<file path="config.mk">
export PLATFORM = sky130hd
export DESIGN_NAME = best_fraction_search_core
export DESIGN_NICKNAME = d
export VERILOG_FILES = /design/src/hdl/bfs_pkg.sv /design/src/hdl/bfs_ctrl.sv /design/src/hdl/bfs_datapath.sv /design/src/hdl/best_fraction_search_core.sv
export SDC_FILE = /design/constraint.sdc
export NUM_CORES = 1
export LEC_CHECK = 0
export ABC_AREA = 0
export BUFFER_PORTS_ARGS = -buffer_cell sky130_fd_sc_hd__buf_2
export CORE_AREA = 4 4 238 240
export DETAILED_ROUTE_END_ITERATION = 8
export DIE_AREA = 0 0 242 244
export HOLD_SLACK_MARGIN = 0.15
export MAX_ROUTING_LAYER = met4
export SLEW_MARGIN = 15
export SYNTH_ARGS = -nofsm -noshare
export SYNTH_HDL_FRONTEND = slang
export SYNTH_HIERARCHICAL = 1
export SYNTH_SLANG_ARGS = --single-unit
</file>
<file path="constraint.sdc">
create_clock -name i_clk -period 11.6 [get_ports i_clk]
set_input_delay 1.74 -clock i_clk [delete_from_list [all_inputs] [get_ports i_clk]]
set_output_delay 1.74 -clock i_clk [all_outputs]
set_load 0.02 [all_outputs]
</file>
<file path="src/hdl/bfs_pkg.sv">
// Shared types and constants for the best fraction search block.
// Used by the controller, the datapath and the top level; no dependencies.
`timescale 1ns / 1ps

package bfs_pkg;

    localparam int GAIN_W     = 24;
    localparam int MAG_W      = 23;
    localparam int OUT_W      = 7;
    localparam int IN_DATA_W  = 24;
    localparam int OUT_DATA_W = 16;

    typedef struct packed {
        logic load;
        logic step;
        logic publish;
    } t_dp_cmd;

    typedef struct packed {
        logic last_pair;
    } t_dp_sts;

endpackage

</file>
<file path="src/hdl/bfs_ctrl.sv">
// Controller for the best fraction search: sequences load, search, drain and publish.
// Depends on bfs_pkg for the command and status structs.
`timescale 1ns / 1ps

module bfs_ctrl
    import bfs_pkg::*;
(
    input  logic    i_clk,
    input  logic    i_rst_n,
    input  logic    i_in_valid,
    output logic    o_in_ready,
    output logic    o_out_valid,
    input  logic    i_out_ready,
    input  t_dp_sts i_sts,
    output t_dp_cmd o_cmd
);

    localparam logic [1:0] ST_IDLE    = 2'd0;
    localparam logic [1:0] ST_SEARCH  = 2'd1;
    localparam logic [1:0] ST_DRAIN   = 2'd2;
    localparam logic [1:0] ST_PUBLISH = 2'd3;

    logic [1:0] r_state;
    logic [1:0] n_state;
    logic       r_out_valid;
    logic       n_out_valid;

    always_comb begin
        n_state     = r_state;
        n_out_valid = r_out_valid;
        o_cmd       = '0;
        if (r_out_valid && i_out_ready) begin
            n_out_valid = 1'b0;
        end
        unique case (r_state)
            ST_IDLE: begin
                if (i_in_valid) begin
                    o_cmd.load = 1'b1;
                    n_state    = ST_SEARCH;
                end
            end
            ST_SEARCH: begin
                o_cmd.step = 1'b1;
                if (i_sts.last_pair) begin
                    n_state = ST_DRAIN;
                end
            end
            ST_DRAIN: begin
                n_state = ST_PUBLISH;
            end
            ST_PUBLISH: begin
                if (!r_out_valid || i_out_ready) begin
                    o_cmd.publish = 1'b1;
                    n_out_valid   = 1'b1;
                    n_state       = ST_IDLE;
                end
            end
            default: begin
                n_state = ST_IDLE;
            end
        endcase
    end

    always_ff @(posedge i_clk) begin
        if (!i_rst_n) begin
            r_state     <= ST_IDLE;
            r_out_valid <= 1'b0;
        end else begin
            r_state     <= n_state;
            r_out_valid <= n_out_valid;
        end
    end

    assign o_in_ready  = (r_state == ST_IDLE);
    assign o_out_valid = r_out_valid;

endmodule

</file>
<file path="src/hdl/bfs_datapath.sv">
// Datapath for the best fraction search: pair counters, G*d accumulator,
// error stage, cross-multiplied compare and kept/result registers. Uses bfs_pkg.
`timescale 1ns / 1ps

module bfs_datapath
    import bfs_pkg::*;
#(
    parameter int MAX_TERM      = 127,
    parameter int FRACTION_BITS = 16
)(
    input  logic              i_clk,
    input  logic              i_rst_n,
    input  t_dp_cmd           i_cmd,
    output t_dp_sts           o_sts,
    input  logic [GAIN_W-1:0] i_gain_value,
    output logic [OUT_W-1:0]  o_best_numerator,
    output logic [OUT_W-1:0]  o_best_denominator
);

    localparam int TW  = $clog2(MAX_TERM + 1);
    localparam int GDW = MAG_W + TW;
    localparam int AW  = TW + FRACTION_BITS;
    localparam int EW  = (GDW > AW) ? GDW : AW;
    localparam int PW  = EW + TW;

    localparam logic [TW-1:0] TERM_MAX = TW'(MAX_TERM);
    localparam logic [TW-1:0] TERM_ONE = TW'(1);

    logic [MAG_W-1:0]  r_mag;
    logic [TW-1:0]     r_n;
    logic [TW-1:0]     r_d;
    logic [GDW-1:0]    r_gd;

    logic [EW-1:0]     r_e;
    logic [TW-1:0]     r_en;
    logic [TW-1:0]     r_ed;
    logic              r_ev;

    logic [EW-1:0]     r_ke;
    logic [TW-1:0]     r_kbd;
    logic [TW-1:0]     r_kn;
    logic [TW-1:0]     r_kd;

    logic [OUT_W-1:0]  r_out_n;
    logic [OUT_W-1:0]  r_out_d;

    logic [GAIN_W-1:0] neg_gain;
    logic [MAG_W-1:0]  mag;
    logic [EW-1:0]     a_ext;
    logic [EW-1:0]     b_ext;
    logic [EW-1:0]     e;
    logic [PW-1:0]     lhs;
    logic [PW-1:0]     rhs;
    logic              better;

    always_comb begin
        neg_gain = GAIN_W'(0) - i_gain_value;
        if (!i_gain_value[GAIN_W-1]) begin
            mag = i_gain_value[MAG_W-1:0];
        end else if (neg_gain[GAIN_W-1]) begin
            mag = {MAG_W{1'b1}};
        end else begin
            mag = neg_gain[MAG_W-1:0];
        end
    end

    assign a_ext = EW'({r_n, {FRACTION_BITS{1'b0}}});
    assign b_ext = EW'(r_gd);
    assign e     = (a_ext >= b_ext) ? (a_ext - b_ext) : (b_ext - a_ext);

    assign lhs    = PW'(r_e) * PW'(r_kbd);
    assign rhs    = PW'(r_ke) * PW'(r_ed);
    assign better = r_ev && (lhs < rhs);

    assign o_sts.last_pair = (r_n == TERM_MAX) && (r_d == TERM_MAX);

    always_ff @(posedge i_clk) begin
        if (i_cmd.load) begin
            r_mag <= mag;
            r_n   <= '0;
            r_d   <= TERM_ONE;
            r_gd  <= GDW'(mag);
        end else if (i_cmd.step) begin
            if (r_d == TERM_MAX) begin
                r_d  <= TERM_ONE;
                r_n  <= r_n + TERM_ONE;
                r_gd <= GDW'(r_mag);
            end else begin
                r_d  <= r_d + TERM_ONE;
                r_gd <= r_gd + GDW'(r_mag);
            end
        end
        r_e  <= e;
        r_en <= r_n;
        r_ed <= r_d;
    end

    always_ff @(posedge i_clk) begin
        if (!i_rst_n) begin
            r_ev <= 1'b0;
        end else begin
            r_ev <= i_cmd.step;
        end
    end

    always_ff @(posedge i_clk) begin
        if (i_cmd.load) begin
            r_ke  <= EW'(mag);
            r_kbd <= TERM_ONE;
            r_kn  <= '0;
            r_kd  <= TERM_MAX;
        end else if (better) begin
            r_ke  <= r_e;
            r_kbd <= r_ed;
            r_kn  <= r_en;
            r_kd  <= r_ed;
        end
        if (i_cmd.publish) begin
            r_out_n <= OUT_W'(r_kn);
            r_out_d <= OUT_W'(r_kd);
        end
    end

    assign o_best_numerator   = r_out_n;
    assign o_best_denominator = r_out_d;

endmodule

</file>
<file path="src/hdl/best_fraction_search_core.sv">
// Top level of the best fraction search: stream ports around bfs_ctrl and bfs_datapath.
// Depends on bfs_pkg, bfs_ctrl and bfs_datapath.
`timescale 1ns / 1ps
//
// channel   direction  width  fields (low bit first)
// s_axis    in         24     gain_value[23:0]
// m_axis    out        16     best_numerator[6:0], best_denominator[13:7], zeros[15:14]
//
// The search visits one numerator/denominator pair per cycle through the compare stage.
// s_axis_tready is high only while no search runs; a finished result waits in the
// output register while the next gain is taken. Reset (i_rst_n low, synchronous)
// empties the output and returns to idle.

module best_fraction_search_core
    import bfs_pkg::*;
#(
    parameter int MAX_TERM      = 127,
    parameter int FRACTION_BITS = 16
)(
    input  logic                  i_clk,
    input  logic                  i_rst_n,
    input  logic                  s_axis_tvalid,
    output logic                  s_axis_tready,
    input  logic [IN_DATA_W-1:0]  s_axis_tdata,  // gain_value[23:0]
    output logic                  m_axis_tvalid,
    input  logic                  m_axis_tready,
    output logic [OUT_DATA_W-1:0] m_axis_tdata   // best_numerator[6:0], best_denominator[13:7]
);

    t_dp_cmd          dp_cmd;
    t_dp_sts          dp_sts;
    logic [OUT_W-1:0] best_numerator;
    logic [OUT_W-1:0] best_denominator;

    bfs_ctrl u_ctrl (
        .i_clk       (i_clk),
        .i_rst_n     (i_rst_n),
        .i_in_valid  (s_axis_tvalid),
        .o_in_ready  (s_axis_tready),
        .o_out_valid (m_axis_tvalid),
        .i_out_ready (m_axis_tready),
        .i_sts       (dp_sts),
        .o_cmd       (dp_cmd)
    );

    bfs_datapath #(
        .MAX_TERM      (MAX_TERM),
        .FRACTION_BITS (FRACTION_BITS)
    ) u_datapath (
        .i_clk              (i_clk),
        .i_rst_n            (i_rst_n),
        .i_cmd              (dp_cmd),
        .o_sts              (dp_sts),
        .i_gain_value       (s_axis_tdata[GAIN_W-1:0]),
        .o_best_numerator   (best_numerator),
        .o_best_denominator (best_denominator)
    );

    assign m_axis_tdata = {{(OUT_DATA_W - 2 * OUT_W){1'b0}}, best_denominator, best_numerator};

endmodule

</file>
==> impl_summary.log, run 1 <==
[metrics] Routed met3 length: 3020 um
[metrics] flops & latches, synth: between 150 and 200
[metrics] Seq. cell area: 0.00441 sq mm
[metrics] Vert. Die Dim: 244 um
[metrics] Met2 Wirelength: around 27000 um
[metrics] growth of design area from synthesis to finish: 6.15%
[metrics] via count of the routed design: 17975
[metrics] remaining antenna violation count: 0
[metrics] power share of the clock group: 0.118
[metrics] final number of hold-violating endpoints: 0
[metrics] part of the total power dissipated in sequential elements: 0.250
[metrics] source-to-sink clock delay at the later pin of the worst-skew pair: ~0.46 ns
[metrics] I/O pin cnt: 46
[metrics] NumNets Final: approximately 3100
[metrics] type of origin of the critical path: register
[metrics] number of antenna diodes: 0
[metrics] count of unresolved DRC violations after routing: 0
[metrics] min cycle time layout: around 8.6 ns
[metrics] most numerous cell on the critical path: sky130_fd_sc_hd__fa_1
[metrics] hold buffer count at cts: 0
[metrics] average size of a mapped cell: about 8.9 sq um
[metrics] maximum buffer depth of the clock tree: 2
[metrics] number of enable-type register cells in the synthesized netlist: 83
[metrics] area of the multi-input gates: approximately 0.017 sq mm
[metrics] peak clock frequency supported by timing: around 0.12 GHz
[metrics] average wire length per cell after detail routing: around 18 um
[metrics] final clock period utilization by the worst path: 0.743
[metrics] number of antenna violations at the first check in global routing: 0
[metrics] Total Neg Setup Slack: 0 ns
[metrics] fraction of the yosys area taken by sequential cells: 0.190
[metrics] Root Buffer: sky130_fd_sc_hd__clkbuf_16
[metrics] Synth cell types: between 80 and 90
[metrics] logic depth of the worst setup path including buffers: 23
[metrics] Design Power: 5.11 mW
[metrics] CP arrival: ~8.7 ns
[metrics] crit end category: register
[metrics] proportion of synthesized flip-flops having asynchronous set or reset: 0
[metrics] buffers added on ports: 43
[metrics] setup slack after layout: roughly 3 ns
[metrics] sinks on the clock net: between 150 and 200
[metrics] Top FF cell, synth: sky130_fd_sc_hd__dfxtp_1
[metrics] starting density of the core: 0.425
[metrics] via count of the first global-routing pass: ~18000
[metrics] cells traversed along the worst timing path: and2_1 -> fa_1 -> fa_1 -> fa_1 -> inv_1 -> fa_1 -> inv_1 -> ha_1 -> a21o_1 -> a21o_1 -> a21o_1 -> a2111oi_0 -> a211oi_1 -> o21ai_0 -> nand2_1 -> a311o_1 -> ha_1 -> nand4_1 -> nor2_1 -> nand2_1 -> nor2_1 -> o31a_1 -> o21ai_2
[metrics] Mapped Area: between 0.02 and 0.025 sq mm
[metrics] share of total power consumed by net switching: 0.498
[metrics] worst-path fanout max: 31
[metrics] cell type of the slowest stage on the worst timing path: sky130_fd_sc_hd__dfxtp_1
[metrics] maximum number of pins on one net before global-route repair: 60
[metrics] share of cells above drive strength 1: 0.0584
[metrics] class of the worst hold path: register to register
[metrics] Horiz. Die Dim: 242 um
[metrics] cts bufs inserted: 17
[metrics] Max VDD drop: 112 uV
[metrics] Vias per Instance: roughly 5.5
[metrics] dominant delay contributor by cell family on the critical path: compound AO/OA/AOI/OAI gates
[metrics] max-slew violation count: 0
[metrics] global-route usage over all layers: 0.205
[metrics] floorplan row count: between 80 and 90
[metrics] clock tree from TritonCTS: built
[metrics] overflow left after global routing: 0
[metrics] leakage power: approximately 12 nW
[metrics] worst endpoint required time: approximately 12 ns
[metrics] clock-pin slew on the worst setup and hold paths: about 0.08 ns
[metrics] Worst-Margin Slew: between 1 and 1.5 ns
[metrics] post-route met1 wirelength: approximately 28000 um
[metrics] count of fill cells added during filler insertion: 5342
[metrics] Worst path max stage delay: approximately 1.1 ns
[metrics] detailed placement HPWL: approximately 46000 um
[metrics] Final GP Congestion: 0.887
[metrics] pre-CTS worst setup slack: between 2 and 3 ns
[metrics] number of failing setup endpoints in the final timing report: 0
[metrics] net switching power: approximately 2.5 mW
[metrics] final wirelength: between 50000 and 60000 um
[metrics] Resized Gates After CTS: 0
[metrics] unrepaired setup endpoints after global routing: no
[metrics] headroom to the max-slew limit: 0.253
[metrics] hold depth: 0
[metrics] clock skew: 0.0120 ns
[metrics] level count of the clock H-tree: 4
[metrics] yosys warns: 6
[metrics] Max Cap Viol: 0
[metrics] Pre-antenna DRT Iters: 6
[metrics] DRT iter0 DRCs: roughly 1000
[metrics] CP bufs+invs: 2
[metrics] overall die area: about 0.059 sq mm
[metrics] core footprint: 0.0547 sq mm
[metrics] design internal power: ~2.6 mW
[metrics] postcts setup bufs: 0
[metrics] count of mapped cells out of synthesis: approximately 2600
[metrics] path type of the worst setup path: register to register
[metrics] cell area power density: between 200 and 250 mW/mm^2
[metrics] status: completed
[metrics] cell depth of the worst flop-to-flop path: 23
[metrics] power share of the combinational group: 0.633
[metrics] wire length of the first global-routing pass: 95900 um
[metrics] top metal layer carrying routed signals: met4
cell families after synthesis:
group / count (synthesis) / synth area share
xor+xnor: 115 / 0.0434
buf+inv: 419 / 0.0687
fa+ha+maj: 470 / 0.344
other cells: 1 / 0.000161
simple gates: 881 / 0.202
compound gates: 496 / 0.134
flops: 179 / 0.190
mux: 38 / 0.0182
path summary, 6_finish.rpt:
path / startpoint / endpoint / slack (ns)
min: u_datapath/r_d[1] / u_datapath/r_ed[1] / 0.41
max: u_datapath/r_ed[5] / u_datapath/r_ke[8] / 2.98
max reg2reg: u_datapath/r_ed[5] / u_datapath/r_ke[8] / 2.98
min reg2reg: u_datapath/r_d[1] / u_datapath/r_ed[1] / 0.41
Yosys cell counts, types with 24 or more instances:
cell                       instances  area share
sky130_fd_sc_hd__clkbuf_1         96       0.016
sky130_fd_sc_hd__nand2_1         233       0.038
sky130_fd_sc_hd__a21o_1           75       0.024
sky130_fd_sc_hd__a21oi_1         154       0.033
sky130_fd_sc_hd__mux2_2           29       0.014
sky130_fd_sc_hd__nor2_1           96       0.016
sky130_fd_sc_hd__nor3_1           33      0.0071
sky130_fd_sc_hd__nand4_1          24      0.0065
sky130_fd_sc_hd__xnor2_1          64       0.024
sky130_fd_sc_hd__and2_1          316       0.085
sky130_fd_sc_hd__edfxtp_1         83        0.11
sky130_fd_sc_hd__inv_1           312       0.050
sky130_fd_sc_hd__a31oi_1          26      0.0070
sky130_fd_sc_hd__dfxtp_1          96       0.083
sky130_fd_sc_hd__ha_1            190        0.10
sky130_fd_sc_hd__nand3_1          59       0.013
sky130_fd_sc_hd__o21ai_0         119       0.026
sky130_fd_sc_hd__fa_1            280        0.24
sky130_fd_sc_hd__xor2_1           51       0.019
layout by cell type, fill, tap and decap left out, types with 5 or more instances in the layout:
master	Yosys	layout
sky130_fd_sc_hd__and2_1	316	315
sky130_fd_sc_hd__inv_1	312	312
sky130_fd_sc_hd__fa_1	280	280
sky130_fd_sc_hd__nand2_1	233	233
sky130_fd_sc_hd__ha_1	190	190
sky130_fd_sc_hd__a21oi_1	154	154
sky130_fd_sc_hd__o21ai_0	119	118
sky130_fd_sc_hd__dfxtp_1	96	96
sky130_fd_sc_hd__nor2_1	96	96
sky130_fd_sc_hd__edfxtp_1	83	83
sky130_fd_sc_hd__a21o_1	75	75
sky130_fd_sc_hd__xnor2_1	64	64
sky130_fd_sc_hd__nand3_1	59	59
sky130_fd_sc_hd__xor2_1	51	51
sky130_fd_sc_hd__buf_2	3	43
sky130_fd_sc_hd__nor3_1	33	33
sky130_fd_sc_hd__mux2_2	29	29
sky130_fd_sc_hd__a31oi_1	26	26
sky130_fd_sc_hd__nand4_1	24	24
sky130_fd_sc_hd__and3_1	21	21
sky130_fd_sc_hd__or3_1	19	19
sky130_fd_sc_hd__clkbuf_16	0	17
sky130_fd_sc_hd__buf_4	3	17
sky130_fd_sc_hd__o21a_1	17	17
sky130_fd_sc_hd__nor2b_1	17	17
sky130_fd_sc_hd__o211ai_1	14	14
sky130_fd_sc_hd__o31ai_1	13	12
sky130_fd_sc_hd__nand2b_1	11	11
sky130_fd_sc_hd__a211oi_1	9	9
sky130_fd_sc_hd__mux2i_1	8	8
sky130_fd_sc_hd__a21boi_0	8	8
sky130_fd_sc_hd__nor3b_1	8	8
sky130_fd_sc_hd__o21bai_1	8	8
sky130_fd_sc_hd__and4_1	7	7
sky130_fd_sc_hd__or4_1	6	6
sky130_fd_sc_hd__nor4_1	5	5
sky130_fd_sc_hd__nand3b_1	5	5
sky130_fd_sc_hd__a2111oi_0	5	5
area by class of cell:
cell class                      instances  area share
Sequential cell                       179       0.179
Clock buffer                           17      0.0173
Timing Repair Buffer                   60      0.0139
Clock inverter                         15     0.00751
Tap cell                              704      0.0357
Multi-Input combinational cell       2002       0.699
Inverter                              313      0.0477
flip-flops by register name (all words and copies together), names as in the netlist, 7 cells and up:
name	count
u_datapath/r_d	7
u_datapath/o_best_denominator	7
u_datapath/r_ed	7
u_datapath/o_best_numerator	7
u_datapath/r_ke	30
u_datapath/r_kbd	7
u_datapath/r_mag	23
u_datapath/b_ext	30
u_datapath/r_en	7
u_datapath/r_e	30
u_datapath/r_kn	7
u_datapath/r_n	7
through the flow:
step,cells,hold slack (ns),util,instance area (sq um)
finish,3290,0.410,0.451,24600
global route,3290,0.419,0.451,24600
CTS,3290,0.402,0.451,24600
detailed placement,3258,0.388,0.440,24000
global placement,3258,0.391,0.440,24000
floorplan,2600,0.356,-,23200
routing by layer:
| layer | vias to the layer above | GRT usage |
|---|---|---|
| met1 | 8885 | 0.280 |
| li1 | 8590 | - |
| met5 | - | - |
| met2 | 441 | 0.327 |
| met3 | 59 | 0.0277 |
| met4 | 0 | 0.0461 |
power groups by stage:
stage          clock network, mW  registers (mW)  logic [mW]
2_1_floorplan                  0            1.12        2.46
3_3_place_gp                   0            1.28        3.14
3_5_place_dp                   0            1.28        3.20
4_1_cts                    0.620            1.27        3.24
5_1_grt                    0.647            1.31        3.68
6_report                   0.602            1.28        3.23
worst reg2reg max path, cell delays in order, from the launching register on:
cell	delay, ns
sky130_fd_sc_hd__dfxtp_1	1.05
sky130_fd_sc_hd__and2_1	0.29
sky130_fd_sc_hd__fa_1	0.45
sky130_fd_sc_hd__fa_1	0.51
sky130_fd_sc_hd__fa_1	0.54
sky130_fd_sc_hd__inv_1	0.05
sky130_fd_sc_hd__fa_1	0.53
sky130_fd_sc_hd__inv_1	0.04
sky130_fd_sc_hd__ha_1	0.36
sky130_fd_sc_hd__a21o_1	0.20
sky130_fd_sc_hd__a21o_1	0.16
sky130_fd_sc_hd__a21o_1	0.18
sky130_fd_sc_hd__a2111oi_0	0.54
sky130_fd_sc_hd__a211oi_1	0.26
sky130_fd_sc_hd__o21ai_0	0.42
sky130_fd_sc_hd__nand2_1	0.16
sky130_fd_sc_hd__a311o_1	0.34
sky130_fd_sc_hd__ha_1	0.29
sky130_fd_sc_hd__nand4_1	0.08
sky130_fd_sc_hd__nor2_1	0.12
sky130_fd_sc_hd__nand2_1	0.08
sky130_fd_sc_hd__nor2_1	0.16
sky130_fd_sc_hd__o31a_1	0.86
sky130_fd_sc_hd__o21ai_2	0.54
No activity file was read; power rests on OpenSTA's default activity.
==> run 2, diff against run 1 <==
Clock period 11.6 ns to 8.4 ns, I/O delays scaled along.
==> run 2 against run 1 <==
Against the previous run:
- critical path depth unchanged
- sequential share of layout area down 0.092 points
- count of clock-buffer cells in the layout up 1
- combinational power up 38%
- hold slack worse by 0.016 ns
- setup slack worse by 2.6 ns
- sequential cell count unchanged
- critical path type unchanged
- largest cell class unchanged
==> impl_summary.log, run 2 (synthesis gave the netlist of run 1 again) <==
[metrics] I/O pin cnt: 46 (unchanged)
[metrics] Final GP Congestion: 0.913 (was 0.887)
[metrics] buffers added on ports: 43 (unchanged)
[metrics] Root Buffer: sky130_fd_sc_hd__clkbuf_16 (unchanged)
[metrics] Max VDD drop: 204 uV (was 112 uV)
[metrics] Vias per Instance: 5.47 (was 5.46)
[metrics] Layout Cells excl Fill: 3300 (was 3290)
[metrics] status: completed (unchanged)
[metrics] leading cell types in the layout, fill and taps excluded: 315 x sky130_fd_sc_hd__and2_1, 311 x sky130_fd_sc_hd__inv_1, 280 x sky130_fd_sc_hd__fa_1, 233 x sky130_fd_sc_hd__nand2_1, 190 x sky130_fd_sc_hd__ha_1 (was 315 x sky130_fd_sc_hd__and2_1, 312 x sky130_fd_sc_hd__inv_1, 280 x sky130_fd_sc_hd__fa_1, 233 x sky130_fd_sc_hd__nand2_1, 190 x sky130_fd_sc_hd__ha_1)
[metrics] maximum number of pins on one net before global-route repair: 54 (was 60)
[metrics] share of cells above drive strength 1: 0.0639 (was 0.0584)
[metrics] cts bufs inserted: 17 (unchanged)
[metrics] leakage power: 11.9 nW (was 11.8 nW)
[metrics] clock skew: 0.0166 ns (was 0.0120 ns)
[metrics] global-route usage over all layers: 0.209 (was 0.205)
[metrics] setup slack after layout: 0.417 ns (was 2.98 ns)
[metrics] clock tree from TritonCTS: built (unchanged)
[metrics] overflow left after global routing: 0 (unchanged)
[metrics] Total Neg Setup Slack: 0 ns (unchanged)
[metrics] clock-pin slew on the worst setup and hold paths: 0.08 ns (about the same)
[metrics] Pre-antenna DRT Iters: 5 (was 6)
[metrics] Max Cap Viol: 0 (unchanged)
[metrics] crit end category: register (unchanged)
[metrics] Worst-Margin Slew: 1.05 ns (was 1.12 ns)
[metrics] NumNets Final: 3081 (was 3071)
[metrics] Horiz. Die Dim: 242 um (unchanged)
[metrics] maximum buffer depth of the clock tree: 2 (unchanged)
[metrics] count of unresolved DRC violations after routing: 0 (unchanged)
[metrics] average wire length per cell after detail routing: 18.0 um (was 17.8 um)
[metrics] headroom to the max-slew limit: 0.298 (was 0.253)
[metrics] number of antenna diodes: 0 (unchanged)
[metrics] hold buffer count at cts: 0 (unchanged)
[metrics] level count of the clock H-tree: 4 (unchanged)
[metrics] postcts setup bufs: 0 (unchanged)
[metrics] floorplan row count: 86 (unchanged)
[metrics] Cell Count Post-Placement: 3267 (was 3258)
[metrics] via count of the first global-routing pass: 18665 (was 18323)
[metrics] DRT iter0 DRCs: 1069 (was 1013)
[metrics] min cycle time layout: 7.98 ns (was 8.62 ns)
[metrics] path type of the worst setup path: register to register (unchanged)
[metrics] peak clock frequency supported by timing: 0.125 GHz (was 0.116 GHz)
[metrics] overall die area: 0.0590 sq mm (unchanged)
[metrics] growth of design area from synthesis to finish: 6.79% (was 6.15%)
[metrics] number of failing setup endpoints in the final timing report: 0 (unchanged)
[metrics] Vert. Die Dim: 244 um (unchanged)
[metrics] pre-CTS worst setup slack: 0.115 ns (was 2.95 ns)
[metrics] detailed placement HPWL: 47300 um (was 46000 um)
[metrics] core footprint: 0.0547 sq mm (unchanged)
[metrics] type of origin of the critical path: register (unchanged)
[metrics] source-to-sink clock delay at the later pin of the worst-skew pair: 0.47 ns (was 0.46 ns)
[metrics] cell area power density: 286 mW/mm^2 (was 207 mW/mm^2)
[metrics] max-slew violation count: 0 (unchanged)
[metrics] sinks on the clock net: 179 (unchanged)
[metrics] unrepaired setup endpoints after global routing: no (unchanged)
[metrics] class of the worst hold path: register to register (unchanged)
[metrics] final number of hold-violating endpoints: 0 (unchanged)
[metrics] most common cell after layout, fill and taps aside: sky130_fd_sc_hd__and2_1 (unchanged)
[metrics] CP arrival: 8.06 ns (was 8.70 ns)
[metrics] wire length of the first global-routing pass: 97800 um (was 95900 um)
[metrics] final hold slack: 0.395 ns (was 0.410 ns)
[metrics] number of antenna violations at the first check in global routing: 1 (was 0)
[metrics] remaining antenna violation count: 0 (unchanged)
[metrics] worst-path fanout max: 24 (was 31)
[metrics] via count of the routed design: 18065 (was 17975)
[metrics] starting density of the core: 0.425 (unchanged)
[metrics] final wirelength: 59400 um (was 58600 um)
[metrics] final clock period utilization by the worst path: 0.950 (was 0.743)
[metrics] worst endpoint required time: 8.48 ns (was 11.67 ns)
[run 2: cell types whose count changed in the layout (fill, tap and decap cells not counted), sizes merged]
| cell | delta |
|---|---|
| buf | +9 |
| bufinv | -1 |
| clkbuf | +1 |
| clkinv | +3 |
| clkinvlp | +1 |
| inv | -3 |
[run 2: where the power goes]
group	switching [mW]	total (mW)	internal, mW
sequential	0.481	1.79	1.31
combinational	2.62	4.45	1.82
clock	0.423	0.851	0.428
total	3.52	7.08	3.56
[run 2: path summary, 6_finish.rpt]
kind	start	end	slack [ns]	cells after the start
worst min-delay path	u_datapath/r_d[1]	u_datapath/r_ed[1]	0.39	0
worst min register to register	u_datapath/r_d[1]	u_datapath/r_ed[1]	0.39	0
worst max-delay path	u_datapath/r_kbd[4]	u_datapath/r_ke[1]	0.42	23
worst max register to register	u_datapath/r_kbd[4]	u_datapath/r_ke[1]	0.42	23
[run 2: cell type report]
| type | count | area [sq um] |
|---|---|---|
| fillers | 5266 | 29900 |
| multi-input cells | 2002 | 17200 |
| flip-flops and latches | 179 | 4420 |
| inverters | 313 | 1180 |
| well taps | 704 | 881 |
| clock buffers | 18 | 450 |
| repair buffers | 69 | 435 |
| clock inverters | 14 | 195 |
| repair inverters | 1 | 7.51 |
[run 2: through the flow]
step | util | power (mW) | area [sq um]
CTS | 0.453 | 7.09 | 24800
detailed placement | 0.441 | 6.20 | 24100
global placement | 0.441 | 6.10 | 24100
finish | 0.454 | 7.08 | 24800
floorplan | - | 4.94 | 23200
global route | 0.454 | 7.78 | 24800
[run 2: what timing repair did]
item | CTS | global route
endpoints found under the setup margin | 0 | 50
hold endpoints to repair | 0 | 0
gates resized for setup | 0 | 6
[run 2: per-layer routing]
metal  wire length [um]  part of all wire  global-route usage  vias to the layer above
li1                   -                 -                   -                     8611
met1              27900              0.47               0.285                     8963
met2              28000              0.47               0.338                      431
met3               2680             0.045              0.0245                       60
met4                932             0.016              0.0454                        0
met5                  0                 0                   -                        -
[run 2: worst max-delay path, stage by stage (launching register included)]
cell and delay, ns:
sky130_fd_sc_hd__dfxtp_1 0.84, sky130_fd_sc_hd__buf_4 0.23, sky130_fd_sc_hd__and2_1 0.13, sky130_fd_sc_hd__fa_1 0.44
sky130_fd_sc_hd__fa_1 0.52, sky130_fd_sc_hd__fa_1 0.57, sky130_fd_sc_hd__inv_1 0.06, sky130_fd_sc_hd__fa_1 0.54
sky130_fd_sc_hd__inv_1 0.04, sky130_fd_sc_hd__ha_1 0.34, sky130_fd_sc_hd__a21oi_1 0.19, sky130_fd_sc_hd__a21boi_0 0.58
sky130_fd_sc_hd__o21ai_0 0.25, sky130_fd_sc_hd__a21oi_1 0.21, sky130_fd_sc_hd__o21bai_1 0.09, sky130_fd_sc_hd__xor2_1 0.24
sky130_fd_sc_hd__ha_1 0.29, sky130_fd_sc_hd__a21o_1 0.16, sky130_fd_sc_hd__a21o_1 0.17, sky130_fd_sc_hd__a21oi_1 0.15
sky130_fd_sc_hd__o22ai_1 0.09, sky130_fd_sc_hd__o21ba_2 0.22, sky130_fd_sc_hd__o31a_1 0.36, sky130_fd_sc_hd__o21ai_2 0.85
==> run 3, diff against run 2 <==
Settings changed: CORE_AREA 4 4 238 240 to 2 2 236 238, DIE_AREA 0 0 242 244 to 0 0 238 240.
Clock period 8.4 ns to 6.9 ns, I/O delays scaled along.
==> run 3 against run 2 <==
Against the previous run:
- design area grew 8.7%
- global-route usage grew 0.99 points
- first-iteration DRC count grew 19%
- sequential power grew 16%
- total power grew 37%
- setup slack lost 0.25 ns
- sequential cell count is the same
- critical path type unchanged
- final cell count grew 4.6%
==> impl_summary.log, run 3 (synthesis gave the netlist of run 1 again) <==
[metrics] final wirelength: 61100 um (was 59400 um)
[metrics] status: completed (unchanged)
[metrics] detailed placement HPWL: 48000 um (was 47300 um)
[metrics] clock skew: 0.0141 ns (was 0.0166 ns)
[metrics] peak clock frequency supported by timing: 0.149 GHz (was 0.125 GHz)
[metrics] Cell Count Post-Placement: 3391 (was 3267)
[metrics] cell type of the slowest stage on the worst timing path: sky130_fd_sc_hd__fa_1 (was sky130_fd_sc_hd__o21ai_2)
[metrics] count of fill cells added during filler insertion: 5135 (was 5266)
[metrics] overflow left after global routing: 0 (unchanged)
[metrics] Max VDD drop: 209 uV (was 204 uV)
[metrics] CP bufs+invs: 7 (was 3)
[metrics] max-slew violation count: 0 (unchanged)
[metrics] type of origin of the critical path: register (unchanged)
[metrics] wire length of the first global-routing pass: 97000 um (was 97800 um)
[metrics] maximum number of pins on one net before global-route repair: 54 (unchanged)
[metrics] level count of the clock H-tree: 4 (unchanged)
[metrics] min cycle time layout: 6.73 ns (was 7.98 ns)
[metrics] most common cell after layout, fill and taps aside: sky130_fd_sc_hd__inv_1 (was sky130_fd_sc_hd__and2_1)
[metrics] dominant delay contributor by cell family on the critical path: adder cells (was compound AO/OA/AOI/OAI gates)
[metrics] number of failing setup endpoints in the final timing report: 0 (unchanged)
[metrics] worst endpoint required time: 7.21 ns (was 8.48 ns)
[metrics] starting density of the core: 0.425 (unchanged)
[metrics] path type of the worst setup path: register to register (unchanged)
[metrics] headroom to the max-slew limit: 0.341 (was 0.298)
[metrics] number of antenna violations at the first check in global routing: 2 (was 1)
[metrics] pre-CTS worst setup slack: -0.627 ns (was 0.115 ns)
[metrics] worst-path fanout max: 7 (was 24)
[metrics] overall die area: 0.0571 sq mm (was 0.0590 sq mm)
[metrics] count of unresolved DRC violations after routing: 0 (unchanged)
[metrics] cell area power density: 360 mW/mm^2 (was 286 mW/mm^2)
[metrics] Pre-antenna DRT Iters: 5 (unchanged)
[metrics] via count of the first global-routing pass: 18913 (was 18665)
[metrics] I/O pin cnt: 46 (unchanged)
[metrics] Vias per Instance: 5.43 (was 5.47)
[metrics] Worst path max stage delay: 0.52 ns (was 0.85 ns)
[metrics] clock-pin slew on the worst setup and hold paths: 0.07 ns (was 0.08 ns)
[metrics] Horiz. Die Dim: 238 um (was 242 um)
[metrics] Final GP Congestion: 0.922 (was 0.913)
[metrics] final design instance area without fill: 0.0270 sq mm (was 0.0248 sq mm)
[metrics] global-route usage over all layers: 0.219 (was 0.209)
[metrics] buffers added on ports: 43 (unchanged)
[metrics] setup slack after layout: 0.170 ns (was 0.417 ns)
[metrics] share of cells above drive strength 1: 0.157 (was 0.0639)
[metrics] core footprint: 0.0547 sq mm (unchanged)
[metrics] unrepaired setup endpoints after global routing: yes (was no)
[metrics] NumNets Final: 3231 (was 3081)
[metrics] Worst-Margin Slew: 0.987 ns (was 1.05 ns)
[metrics] class of the worst hold path: register to register (unchanged)
[metrics] Max Cap Viol: 0 (unchanged)
[metrics] floorplan row count: 86 (unchanged)
[metrics] CP arrival: 7.04 ns (was 8.06 ns)
[metrics] most numerous cell on the critical path: sky130_fd_sc_hd__fa_1 (unchanged)
[metrics] maximum buffer depth of the clock tree: 2 (unchanged)
[metrics] via count of the routed design: 18756 (was 18065)
[metrics] Layout Cells excl Fill: 3451 (was 3300)
[metrics] Placed Instance Area: 0.0252 sq mm (was 0.0241 sq mm)
[metrics] growth of design area from synthesis to finish: 16.1% (was 6.79%)
[metrics] Root Buffer: sky130_fd_sc_hd__clkbuf_16 (unchanged)
[metrics] source-to-sink clock delay at the later pin of the worst-skew pair: 0.46 ns (was 0.47 ns)
[metrics] cts bufs inserted: 17 (unchanged)
[metrics] leading cell types in the layout, fill and taps excluded: 309 x sky130_fd_sc_hd__inv_1, 305 x sky130_fd_sc_hd__and2_1, 277 x sky130_fd_sc_hd__fa_1, 230 x sky130_fd_sc_hd__nand2_1, 164 x sky130_fd_sc_hd__ha_1 (was 315 x sky130_fd_sc_hd__and2_1, 311 x sky130_fd_sc_hd__inv_1, 280 x sky130_fd_sc_hd__fa_1, 233 x sky130_fd_sc_hd__nand2_1, 190 x sky130_fd_sc_hd__ha_1)
[metrics] clock tree from TritonCTS: built (unchanged)
[metrics] remaining antenna violation count: 0 (unchanged)
[metrics] Vert. Die Dim: 240 um (was 244 um)
[metrics] average wire length per cell after detail routing: 17.7 um (was 18.0 um)
[metrics] Total Neg Setup Slack: 0 ns (unchanged)
[metrics] DRT iter0 DRCs: 1267 (was 1069)
[metrics] leakage power: 12.7 nW (was 11.9 nW)
[metrics] final number of hold-violating endpoints: 0 (unchanged)
[metrics] crit end category: register (unchanged)
[metrics] final clock period utilization by the worst path: 0.975 (was 0.950)
[metrics] Post-Route Utilization: 0.493 (was 0.454)
[metrics] sinks on the clock net: 179 (unchanged)
## run 3: cell count changes in the layout (fill, tap and decap cells not counted), sizes merged
cell | before | now
o21ai | 123 | 124
clkinvlp | 2 | 1
diode | 0 | 1
buf | 69 | 214
clkbuf | 18 | 23
## run 3: metrics by stage
step                hold slack, ns  power, mW
finish                       0.430       9.71
detailed placement           0.414       8.05
floorplan                    0.356       6.02
global route                 0.439       10.6
CTS                          0.431       9.17
global placement             0.409       7.91
## run 3: where the power goes
part | leakage, nW | total (mW) | internal [mW] | switching, mW
Combinational | 10.9 | 6.63 | 2.97 | 3.66
Clock | 0.296 | 0.996 | 0.506 | 0.490
Sequential | 1.58 | 2.08 | 1.59 | 0.494
Total | 12.7 | 9.71 | 5.07 | 4.64
## run 3: what timing repair did
action / 4_1_cts / 5_1_grt
endpoints found under the hold margin: 0 / 0
hold buffers: 0 / 0
buffers inserted: 2 / 21
setup endpoints to repair: 50 / 50
cloned: 1 / 5
resized for setup: 19 / 150
pin swaps: 3 / 65
## run 3: layout make-up
cell class	instances	area, sq um	area share
flip-flops and latches	179	4420	0.164
diodes	1	2.50	0.0000928
clock inverters	14	160	0.00594
multi-input cells	2003	18000	0.667
inverters	313	1180	0.0437
clock buffers	18	450	0.0167
well taps	704	881	0.0327
repair buffers	219	1890	0.0699
## run 3: worst paths after layout
path / start / end / slack, ns / depth (start not counted)
max: u_datapath/r_ke[6] / u_datapath/r_kbd[3] / 0.17 / 29
min: u_datapath/r_kd[5] / u_datapath/o_best_denominator[5] / 0.43 / 0
max reg2reg: u_datapath/r_ke[6] / u_datapath/r_kbd[3] / 0.17 / 29
min reg2reg: u_datapath/r_kd[5] / u_datapath/o_best_denominator[5] / 0.43 / 0
## run 3: layer usage
layer  share of wire  global-route usage  up-vias
met5               0                   -        -
met1            0.46               0.285     9279
met3           0.047              0.0340       92
li1                -                   -     8911
met4           0.023              0.0650        0
met2            0.47               0.353      474
